## src/design/q8bdd_pkg.sv

```systemverilog
// Shared types and constants for the Q8_0 block dequantising dot-product unit.
`timescale 1ns / 1ps
package q8bdd_pkg;

  typedef enum logic [2:0] {
    ST_IDLE,
    ST_MUL,
    ST_NORM,
    ST_PACK,
    ST_ADD
  } state_e;

  localparam logic [31:0] CANON_NAN = 32'h7FC0_0000;
  localparam logic [30:0] INF_MAG   = 31'h7F80_0000;

  localparam int unsigned MANT_W = 51;  // rounder input width
  localparam int unsigned EXP_W  = 12;  // signed exponent width
  localparam int unsigned SHL_W  = 7;   // rounder shift amount width

  typedef logic [MANT_W-1:0]        mant_t;
  typedef logic signed [EXP_W-1:0]  exp_t;

endpackage

```

## src/design/q8_block_dequant_dot_product.sv

```systemverilog
// Top level: sequential binary32 dequantise, multiply and accumulate unit.
//
//  channel | handshake               | payload
//  --------+-------------------------+--------------------------------------------
//  in      | in_valid_i / in_ready_o | scale_half_i, weight_q_i, act_bits_i, last_i
//  out     | out_valid_o/out_ready_i | sum_bits_o
//
// Each element steps through accept, multiply, normalise, pack, align-add,
// normalise, pack; the normalise/pack rounder is one unit used twice per element.
// A last element whose sum finds the output register still full waits in the
// final pack step until the earlier sum is taken.
// Reset clears the sequencer, the output valid and the accumulator to +0.0.
`timescale 1ns / 1ps
module q8_block_dequant_dot_product
  import q8bdd_pkg::*;
(
  input  logic        clk_i,
  input  logic        rst_ni,
  input  logic        in_valid_i,
  output logic        in_ready_o,
  input  logic [15:0] scale_half_i,
  input  logic signed [7:0] weight_q_i,
  input  logic [31:0] act_bits_i,
  input  logic        last_i,
  output logic        out_valid_o,
  input  logic        out_ready_i,
  output logic [31:0] sum_bits_o
);

  function automatic logic [5:0] lzc(input mant_t m);
    logic [5:0] z;
    z = 6'(MANT_W);
    for (int i = 0; i < MANT_W; i++) begin
      if (m[i]) z = 6'(MANT_W - 1 - i);
    end
    return z;
  endfunction

  state_e state_q, state_d;
  logic   phase_q, phase_d;
  logic   last_q;
  logic [15:0] h_q;
  logic [7:0]  q_q;
  logic [31:0] a_q;
  logic [18:0] hq_q;
  logic [31:0] prod_q, prod_d;
  logic [31:0] acc_q, acc_d;
  logic [31:0] sum_q, sum_d;
  logic        out_valid_q, out_valid_d;

  mant_t rm_q, rm_d;
  exp_t  re_q, re_d;
  logic  rs_q, rs_d;
  logic  spec_q, spec_d;
  logic [31:0] spec_bits_q, spec_bits_d;

  mant_t nm_q;
  logic [SHL_W-1:0] ns_q;
  logic [8:0] nef_q;
  logic nsign_q;

  logic in_acc, stall_out;

  assign in_ready_o  = (state_q == ST_IDLE);
  assign in_acc      = in_valid_i && in_ready_o;
  assign out_valid_o = out_valid_q;
  assign sum_bits_o  = sum_q;
  assign stall_out   = phase_q && last_q && out_valid_q && !out_ready_i;

  // next state
  always_comb begin
    state_d = state_q;
    case (state_q)
      ST_IDLE: if (in_acc) state_d = ST_MUL;
      ST_MUL:  state_d = ST_NORM;
      ST_NORM: state_d = ST_PACK;
      ST_PACK: begin
        if (!phase_q) state_d = ST_ADD;
        else if (!stall_out) state_d = ST_IDLE;
      end
      ST_ADD:  state_d = ST_NORM;
      default: state_d = ST_IDLE;
    endcase
  end

  // multiply step operands
  logic [4:0]  m_he;
  logic [7:0]  m_ae;
  logic [23:0] m_ax;
  logic [42:0] m_prod;
  exp_t        m_eh, m_ea;
  logic        h_inf, h_nan, h_zero, a_inf, a_nan, a_zero, q_zero, m_sign;

  always_comb begin
    m_he   = h_q[14:10];
    m_ae   = a_q[30:23];
    m_ax   = {(m_ae != 8'd0), a_q[22:0]};
    m_prod = 43'(hq_q) * 43'(m_ax);
    m_eh   = (m_he == 5'd0) ? -exp_t'(24) : exp_t'(m_he) - exp_t'(25);
    m_ea   = (m_ae == 8'd0) ? -exp_t'(149) : exp_t'(m_ae) - exp_t'(150);
    h_inf  = (m_he == 5'h1F) && (h_q[9:0] == 10'd0);
    h_nan  = (m_he == 5'h1F) && (h_q[9:0] != 10'd0);
    h_zero = (h_q[14:0] == 15'd0);
    a_inf  = (m_ae == 8'hFF) && (a_q[22:0] == 23'd0);
    a_nan  = (m_ae == 8'hFF) && (a_q[22:0] != 23'd0);
    a_zero = (a_q[30:0] == 31'd0);
    q_zero = (q_q == 8'd0);
    m_sign = h_q[15] ^ q_q[7] ^ a_q[31];
  end

  // align-add step
  logic [31:0] big, sml;
  logic [7:0]  eb, es, dd;
  logic [5:0]  dc;
  logic [49:0] bm, smf, smsh, smask;
  logic        sst;
  logic [50:0] asum;
  logic        ac_nan, ac_inf, pr_nan, pr_inf;

  always_comb begin
    if (acc_q[30:0] >= prod_q[30:0]) begin
      big = acc_q;
      sml = prod_q;
    end else begin
      big = prod_q;
      sml = acc_q;
    end
    eb    = (big[30:23] == 8'd0) ? 8'd1 : big[30:23];
    es    = (sml[30:23] == 8'd0) ? 8'd1 : sml[30:23];
    dd    = eb - es;
    dc    = (dd > 8'd50) ? 6'd50 : dd[5:0];
    bm    = {(big[30:23] != 8'd0), big[22:0], 26'd0};
    smf   = {(sml[30:23] != 8'd0), sml[22:0], 26'd0};
    smsh  = smf >> dc;
    smask = (50'(1) << dc) - 50'(1);
    sst   = |(smf & smask);
    if (big[31] == sml[31]) asum = {1'b0, bm} + {1'b0, smsh | 50'(sst)};
    else                    asum = {1'b0, bm} - {1'b0, smsh | 50'(sst)};
    ac_nan = (acc_q[30:23] == 8'hFF) && (acc_q[22:0] != 23'd0);
    ac_inf = (acc_q[30:0] == INF_MAG);
    pr_nan = (prod_q[30:23] == 8'hFF) && (prod_q[22:0] != 23'd0);
    pr_inf = (prod_q[30:0] == INF_MAG);
  end

  // shared rounder, normalise half
  logic [5:0] n_p;
  exp_t       n_e;
  always_comb begin
    n_p = 6'(MANT_W - 1) - lzc(rm_q);
    n_e = re_q + exp_t'(n_p) + exp_t'(127);
  end

  // shared rounder, shift and pack half
  logic [75:0] p_x, p_y, p_mask;
  logic [23:0] p_m;
  logic        p_g, p_st, p_inc;
  logic [24:0] p_mr;
  logic [34:0] p_pk;
  logic [31:0] p_res;
  always_comb begin
    p_x    = {nm_q, 25'd0};
    p_y    = p_x >> ns_q;
    p_mask = (76'(1) << ns_q) - 76'(1);
    p_m    = p_y[25:2];
    p_g    = p_y[1];
    p_st   = p_y[0] | (|(p_x & p_mask));
    p_inc  = p_g & (p_st | p_m[0]);
    p_mr   = {1'b0, p_m} + 25'(p_inc);
    p_pk   = {3'd0, nef_q, 23'd0} + 35'(p_mr);
    if (nm_q == '0)                   p_res = {nsign_q, 31'd0};
    else if (p_pk[34:23] >= 12'd255)  p_res = {nsign_q, INF_MAG};
    else                              p_res = {nsign_q, p_pk[30:0]};
  end

  // datapath next values
  always_comb begin
    rm_d        = rm_q;
    re_d        = re_q;
    rs_d        = rs_q;
    spec_d      = spec_q;
    spec_bits_d = spec_bits_q;
    prod_d      = prod_q;
    acc_d       = acc_q;
    sum_d       = sum_q;
    phase_d     = phase_q;
    out_valid_d = out_valid_q && !out_ready_i;
    case (state_q)
      ST_IDLE: phase_d = 1'b0;
      ST_MUL: begin
        rm_d        = mant_t'(m_prod);
        re_d        = m_eh + m_ea;
        rs_d        = m_sign;
        spec_d      = 1'b1;
        spec_bits_d = {m_sign, INF_MAG};
        if (h_nan || a_nan || (h_inf && (q_zero || a_zero)) || (a_inf && (h_zero || q_zero)))
          spec_bits_d = CANON_NAN;
        else if (!(h_inf || a_inf))
          spec_d = 1'b0;
      end
      ST_ADD: begin
        rm_d        = asum;
        re_d        = exp_t'(eb) - exp_t'(176);
        rs_d        = (asum == '0) ? (acc_q[31] & prod_q[31]) : big[31];
        phase_d     = 1'b1;
        spec_d      = ac_nan || pr_nan || ac_inf || pr_inf;
        if (ac_nan || pr_nan || (ac_inf && pr_inf && (acc_q[31] != prod_q[31])))
          spec_bits_d = CANON_NAN;
        else if (ac_inf)
          spec_bits_d = acc_q;
        else
          spec_bits_d = prod_q;
      end
      ST_PACK: begin
        if (!phase_q) begin
          prod_d = spec_q ? spec_bits_q : p_res;
        end else if (!stall_out) begin
          acc_d = spec_q ? spec_bits_q : p_res;
          if (last_q) begin
            sum_d       = acc_d;
            acc_d       = 32'd0;
            out_valid_d = 1'b1;
          end
        end
      end
      default: ;
    endcase
  end

  always_ff @(posedge clk_i or negedge rst_ni) begin
    if (!rst_ni) begin
      state_q     <= ST_IDLE;
      phase_q     <= 1'b0;
      out_valid_q <= 1'b0;
      acc_q       <= 32'd0;
    end else begin
      state_q     <= state_d;
      phase_q     <= phase_d;
      out_valid_q <= out_valid_d;
      acc_q       <= acc_d;
    end
  end

  always_ff @(posedge clk_i) begin
    if (in_acc) begin
      h_q    <= scale_half_i;
      q_q    <= weight_q_i;
      a_q    <= act_bits_i;
      last_q <= last_i;
      // weight magnitude is unsigned, so -128 widens to 128
      hq_q   <= 19'({(scale_half_i[14:10] != 5'd0), scale_half_i[9:0]})
              * 19'($unsigned(weight_q_i[7] ? 8'(-weight_q_i) : 8'(weight_q_i)));
    end
    rm_q        <= rm_d;
    re_q        <= re_d;
    rs_q        <= rs_d;
    spec_q      <= spec_d;
    spec_bits_q <= spec_bits_d;
    prod_q      <= prod_d;
    sum_q       <= sum_d;
    if (state_q == ST_NORM) begin
      nm_q    <= rm_q;
      nsign_q <= rs_q;
      if (n_e >= exp_t'(1)) begin
        ns_q  <= SHL_W'(n_p);
        nef_q <= 9'(n_e - exp_t'(1));
      end else begin
        ns_q  <= SHL_W'(-exp_t'(126) - re_q);
        nef_q <= 9'd0;
      end
    end
  end

endmodule

```

## config.mk

```make
export PLATFORM = sky130hd
export DESIGN_NAME = q8_block_dequant_dot_product
export DESIGN_NICKNAME = d
export VERILOG_FILES = /design/src/design/q8bdd_pkg.sv /design/src/design/q8_block_dequant_dot_product.sv
export SDC_FILE = /design/constraint.sdc
export NUM_CORES = 2
export LEC_CHECK = 0
export BUFFER_PORTS_ARGS = -buffer_cell sky130_fd_sc_hd__buf_2
export CAP_MARGIN = 25
export CORE_ASPECT_RATIO = 1.2
export CORE_UTILIZATION = 47
export DETAILED_ROUTE_END_ITERATION = 16
export PLACE_DENSITY_LB_ADDON = 0.25
export SLEW_MARGIN = 20
export SYNTH_ARGS = -nofsm -noshare
export SYNTH_HDL_FRONTEND = slang
export SYNTH_SLANG_ARGS = --single-unit
```

## constraint.sdc

```tcl
create_clock -name clk_i -period 13.93 [get_ports clk_i]
set_clock_uncertainty 0.1 [all_clocks]
set_input_delay 2.0895 -clock clk_i [delete_from_list [all_inputs] [get_ports clk_i]]
set_output_delay 2.0895 -clock clk_i [all_outputs]
set_load 0.005 [all_outputs]
```

Word-level counts from Yosys, hierarchy flattened
Cells that the tools add are included.
{"block": "word_totals", "wordCells": 213, "inputBits": 61, "regBits": 342}
{"block": "op_classes", "add_sub_neg": 17, "n_reduce_logical": 55, "mux": 85, "bitwise_logic": 11, "n_shift": 4, "n_eq_ne": 14, "n_mul": 2, "order_cmp": 4}
{"operator": "$mux 6", "n": 52}
{"operator": "$mux 32", "n": 7}
{"operator": "$logic_not 51->1", "n": 2}
{"operator": "$pmux 51 s2", "n": 1}
{"operator": "$and 76x76->76", "n": 1}
{"operator": "$reduce_or 76->1", "n": 1}
{"operator": "$shl 1x7->76 const A", "n": 1}
{"operator": "$shr 76x7->26", "n": 1}
{"operator": "$sub 76x2->76 const B", "n": 1}
{"operator": "$reduce_bool 23->1", "n": 3}
{"operator": "$pmux 32 s2", "n": 1}
{"operator": "$eq 31x31->1 const B", "n": 2}
{"operator": "$mux 31", "n": 2}
{"operator": "$add 50x50->51", "n": 1}
{"operator": "$mux 51", "n": 1}
{"operator": "$sub 50x50->51", "n": 1}
{"operator": "$and 50x50->50", "n": 1}
{"operator": "$or 50x1->50", "n": 1}
{"operator": "$reduce_or 50->1", "n": 1}
{"operator": "$shl 1x6->50 const A", "n": 1}
{"operator": "$shr 50x6->50", "n": 1}
{"operator": "$sub 50x2->50 const B", "n": 1}
{"operator": "$mul 19x24->43", "n": 1}
{"operator": "$add 32x25->33", "n": 1}
{"operator": "other kinds (54)", "n": 106}

Logic depth before layout (Yosys ltp)
{"block": "depth", "word_depth": 56, "ltp_mapped": 55}

Least setup slack after synthesis
No wires, ideal clock.
{"block": "synth_path", "kind": "reg2reg", "start": "reg prod_q[9]", "end": "reg rs_q (data pin)", "slack_ns": 3.522, "arrival_ns": 10.171, "path_stages_with_launch": 52, "setup_time_ns": 0.136, "path_buffers": 5, "cell_sequence": "edfxtp_1 -> inv_1 -> ha_1 -> and4_1 -> a31o_1 -> a211o_1 -> o311a_1 -> nor3_1 -> clkbuf_1 -> clkbuf_1 -> or3_1 -> o31a_1 -> nor4_1 -> nand4_1 -> and3_1 -> ha_1 -> inv_1 -> fa_1 -> [... 16 more ...] -> a21oi_1 -> o21bai_1 -> a21oi_1 -> o21bai_1 -> a21oi_1 -> o21bai_1 -> a21oi_1 -> o21bai_1 -> a21oi_1 -> o31ai_1 -> a311oi_1 -> o41ai_1 -> a211oi_1 -> or3_1 -> a211oi_1 -> nand4_1 -> or4_1 -> nand3_1"}
{"block": "synth_via", "elab_chain_len": 17, "word_cells_on_any_way": 25, "classes_between": "4 x add/sub; 2 x order compare; 1 x eq/ne; 2 x shift; 8 x mux; 2 x bitwise; 6 x reduce/logical"}
{"element": "from (decl)", "line_no": "q8_block_dequant_dot_product.sv:46", "source": "logic [31:0] prod_q, prod_d;"}
{"element": "from (signal assigned)", "line_no": "q8_block_dequant_dot_product.sv:258", "source": "prod_q <= prod_d;"}
{"element": "$ge 31x31->1", "line_no": "q8_block_dequant_dot_product.sv:121", "source": "if (acc_q[30:0] >= prod_q[30:0]) begin"}
{"element": "$mux 32", "line_no": "q8_block_dequant_dot_product.sv:121"}
{"element": "$logic_not 8->1 (on tied branches)", "line_no": "q8_block_dequant_dot_product.sv:128, q8_block_dequant_dot_product.sv:129"}
{"element": "$mux 8 (on tied branches)", "line_no": "q8_block_dequant_dot_product.sv:128, q8_block_dequant_dot_product.sv:129"}
{"element": "$sub 8x8->8", "line_no": "q8_block_dequant_dot_product.sv:130", "source": "dd = eb - es;"}
{"element": "$gt 8x6->1", "line_no": "q8_block_dequant_dot_product.sv:131", "source": "dc = (dd > 8'd50) ? 6'd50 : dd[5:0];"}
{"element": "$mux 6", "line_no": "q8_block_dequant_dot_product.sv:131"}
{"element": "$shl 1x6->50", "line_no": "q8_block_dequant_dot_product.sv:135", "source": "smask = (50'(1) << dc) - 50'(1);"}
{"element": "[... 2 more ...]"}
{"element": "$reduce_or 50->1", "line_no": "q8_block_dequant_dot_product.sv:136", "source": "sst = |(smf & smask);"}
{"element": "$or 50x1->50", "line_no": "q8_block_dequant_dot_product.sv:137, q8_block_dequant_dot_product.sv:138"}
{"element": "$sub 50x50->51 / $add 50x50->51 (equally long branches)", "line_no": "q8_block_dequant_dot_product.sv:138, q8_block_dequant_dot_product.sv:137"}
{"element": "$mux 51", "line_no": "q8_block_dequant_dot_product.sv:137", "source": "if (big[31] == sml[31]) asum = {1'b0, bm} + {1'b0, smsh | 50'(sst)};"}
{"element": "$logic_not 51->1", "line_no": "q8_block_dequant_dot_product.sv:203", "source": "rs_d = (asum == '0) ? (acc_q[31] & prod_q[31]) : big[31];"}
{"element": "$mux 1 (*)", "line_no": "q8_block_dequant_dot_product.sv:203"}
{"element": "$pmux 1 s2 (*)", "line_no": "q8_block_dequant_dot_product.sv:187", "source": "case (state_q)"}
{"element": "net rs_d", "line_no": "q8_block_dequant_dot_product.sv:53", "source": "logic rs_q, rs_d;"}
{"element": "to (signal assigned)", "line_no": "q8_block_dequant_dot_product.sv:255", "source": "rs_q <= rs_d;"}
{"element": "to (decl)", "line_no": "q8_block_dequant_dot_product.sv:53"}
Mark *: on every way through the listed nets, which the timed path passes. The rest lies on a longest branch.
A chain may end at the register's enable or synchronous reset.

Worst setup path in the final report
Ends and elaborated chain as after synthesis.

==> metrics.yaml <==
post_drt_via_cell_ratio: 6.177
syn-num-nets: 5884
grt_pass1_wl_microns: 249000
drc: 0
async_reset_ff_share_pct: 10.82
drt_iter0_markers: 3733
vias: 39520
max_freq_mhz: 79.65
grt_max_degree: 71
chipWidth_microns: 284.0
setup.worst_path.start_class: "flop"
synth_area_per_cell_sq_um: 8.788
slew_headroom_pct: 24.91
synth_cells: 5103
critPathRequiredTime_ns: 14.30
io_buffers: 94
synth.most_common_cell: "nand2_1"
place_congestion: 1.058
cts-buffers-inserted: 39
wl_per_cell_microns: 25.99
cts_tree: "built"
dpl.hpwl_microns: 130100
grt_util_all_layers_pct: 34.29
pin_count: 95
clkTransAtPathRegs_ns: 0.07
antenna_found_initial: 8
yosysSeqAreaShare_pct: 22.49
yosysWarnings: 0
cts-root-buf: "clkbuf_16"
fin_hold_ws_ns: 0.3766
grt_use_met3_pct: 5.529
met2_usage_pct: 56.64
yosysTopAreaCellShare_pct: 20.42
r2r_start: "prod_q[9]$_DFFE_PP_"
core_area_sq_um: 94190
hold_buffers: 0
n_fill_cell: 8991
critical_path_peak_fanout: 32
yosys-top-cells-area: "edfxtp_1, fa_1, ha_1"
rsz0062_at_grt: "no"
arrival_ns: 12.93
cts_htree_levels: 2
overflow: 0
chipHeight_microns: 340.4
post_cts_buffers: 0
grt_pass1_vias: 38620
synth_cell_types: 108
drtPass1Iterations: 8
dieArea_sq_um: 96660
synth_commonest_cells: "nand2_1, inv_1, fa_1, nor2_1, edfxtp_1"
synth_seq_cells: 342
synth-edff-count: 305
use_met1_pct: 42.24
worst_pin_slew_ns: 1.095
start_util_pct: 47.61
status: "complete, no violations"
setup_violations: 0
final_nets: 5893
clk_latency_ns: 0.61
synth_top_flop_cell: "edfxtp_1"
syn_area_sq_um: 44840
min_path_type: "flop to flop"
placementRows: 123
syn_to_final_growth_pct: 7.609
crit_slowest_cell: "nor4_4"
grt_busiest_layer: "met2"
crit_path_start: "prod_q[9]$_DFFE_PP_"
clockBufferDepth: 3
synth_top_area_cell: "edfxtp_1"
tns_ns: 0
finalCritPeriodShare_pct: 90.13
critPathKind: "flop to flop"
drv_slew: 0
hold_viol_final: 0
final_antenna_net_count: 0
path_common_cell: "a21oi_1"
max_stage_delay_ns: 0.75
critPathCaptureType: "flop"
cts_resized: 0
cts.sinks: 342
post-route-min-period_ns: 12.55
drt_wl_total_microns: 166300
drive_above_1_share_pct: 8.847
maxCapViolCount: 0
min_from: "rs_q$_DFFE_PP_"
==> state kept, by name, indices dropped and copies added, names as in the netlist <==
register,flops
acc_q,32
h_q,16
re_q,12
q_q,8
state_q,3
hq_q,19
spec_bits_q,32
phase_q,1
spec_q,1
out_valid_o,1
ns_q,7
prod_q,32
last_q,1
rs_q,1
a_q,32
sum_bits_o,32
nsign_q,1
rm_q,51
nm_q,51
nef_q,9
==> worst max-delay path: cells and delay by family (launching register included) <==
kind,cells,cell delay (ns)
AO/OA/AOI/OAI,22,5.18
AND/OR/NAND/NOR,14,3.81
adder cells (fa/ha/maj),4,1.55
buffers and inverters,7,1.32
flip-flops,1,0.45
==> stage by stage <==
step / instance area, sq um / std cells / util (%) / setup WS, ns
2_1_floorplan: 44840 / 5103 / - / 3.523
3_3_place_gp: 46920 / 6311 / 49.82 / 1.797
3_5_place_dp: 46950 / 6316 / 49.85 / 1.664
4_1_cts: 48180 / 6388 / 51.15 / 1.657
5_1_grt: 48250 / 6397 / 51.23 / 0.3582
6_report: 48260 / 6398 / 51.23 / 1.375
==> per-layer routing <==
metal | part of all wire, % | vias to the layer above | routed length, microns
met5 | 0.0078 | - | 13
met4 | 7.1 | 2 | 11830
met3 | 7.2 | 471 | 12000
met2 | 47 | 1814 | 78020
met1 | 39 | 19620 | 64440
li1 | - | 17620 | -
==> logic make-up after synthesis <==
family | share of synthesized area, %
simple gates | 18.90
compound gates | 14.91
buf+inv | 7.634
fa+ha+maj | 27.35
flops | 22.49
mux | 5.474
xor+xnor | 3.239
==> cell usage in the layout (no fill, tap or decap), types with 35 or more instances in the layout <==
cell | Yosys | routed
a211oi_1 | 45 | 43
a21o_1 | 39 | 39
a21oi_1 | 251 | 250
a22o_1 | 55 | 55
and2_1 | 194 | 192
buf_2 | 12 | 98
buf_4 | 3 | 132
clkbuf_16 | 0 | 40
dfrtp_1 | 37 | 37
edfxtp_1 | 305 | 305
fa_1 | 431 | 431
ha_1 | 289 | 288
inv_1 | 631 | 631
mux2i_1 | 83 | 83
mux4_2 | 52 | 52
nand2_1 | 751 | 749
nand3_1 | 85 | 84
nand4_1 | 48 | 48
nor2_1 | 314 | 312
nor2b_1 | 40 | 40
nor3_1 | 132 | 130
nor4_1 | 65 | 62
o21ai_0 | 216 | 215
o21bai_1 | 35 | 35
o22ai_1 | 38 | 38
o31ai_1 | 47 | 47
xnor2_1 | 109 | 108
xor2_1 | 55 | 54
==> final timing paths <==
kind,slack [ns],to,cells past startpoint
setup reg to reg,1.38,rs_q$_DFFE_PP_,47
hold reg to reg,0.38,nsign_q$_DFFE_PP_,0
min in group asynchronous,1.29,acc_q[29]$_DFFE_PN0P_,1
setup / recovery,1.38,rs_q$_DFFE_PP_,47
max in group asynchronous,11.93,acc_q[9]$_DFFE_PN0P_,2
hold / removal,0.38,nsign_q$_DFFE_PP_,0
==> final cells by class <==
cell class	instances	area, sq um	share of cell area (%)
sequential	342	10080	20.90
multi-input combinational	3860	31450	65.18
tap	1250	1564	3.241
clock inverter	25	196.4	0.4071
inverter	635	2384	4.939
clock buffer	47	1027	2.129
timing repair buffer	234	1534	3.179
antenna	5	12.51	0.02593
Power is left out: the tool's default activity adds up to more than one toggle a clock period on the data nets, which glitch-free logic cannot reach.
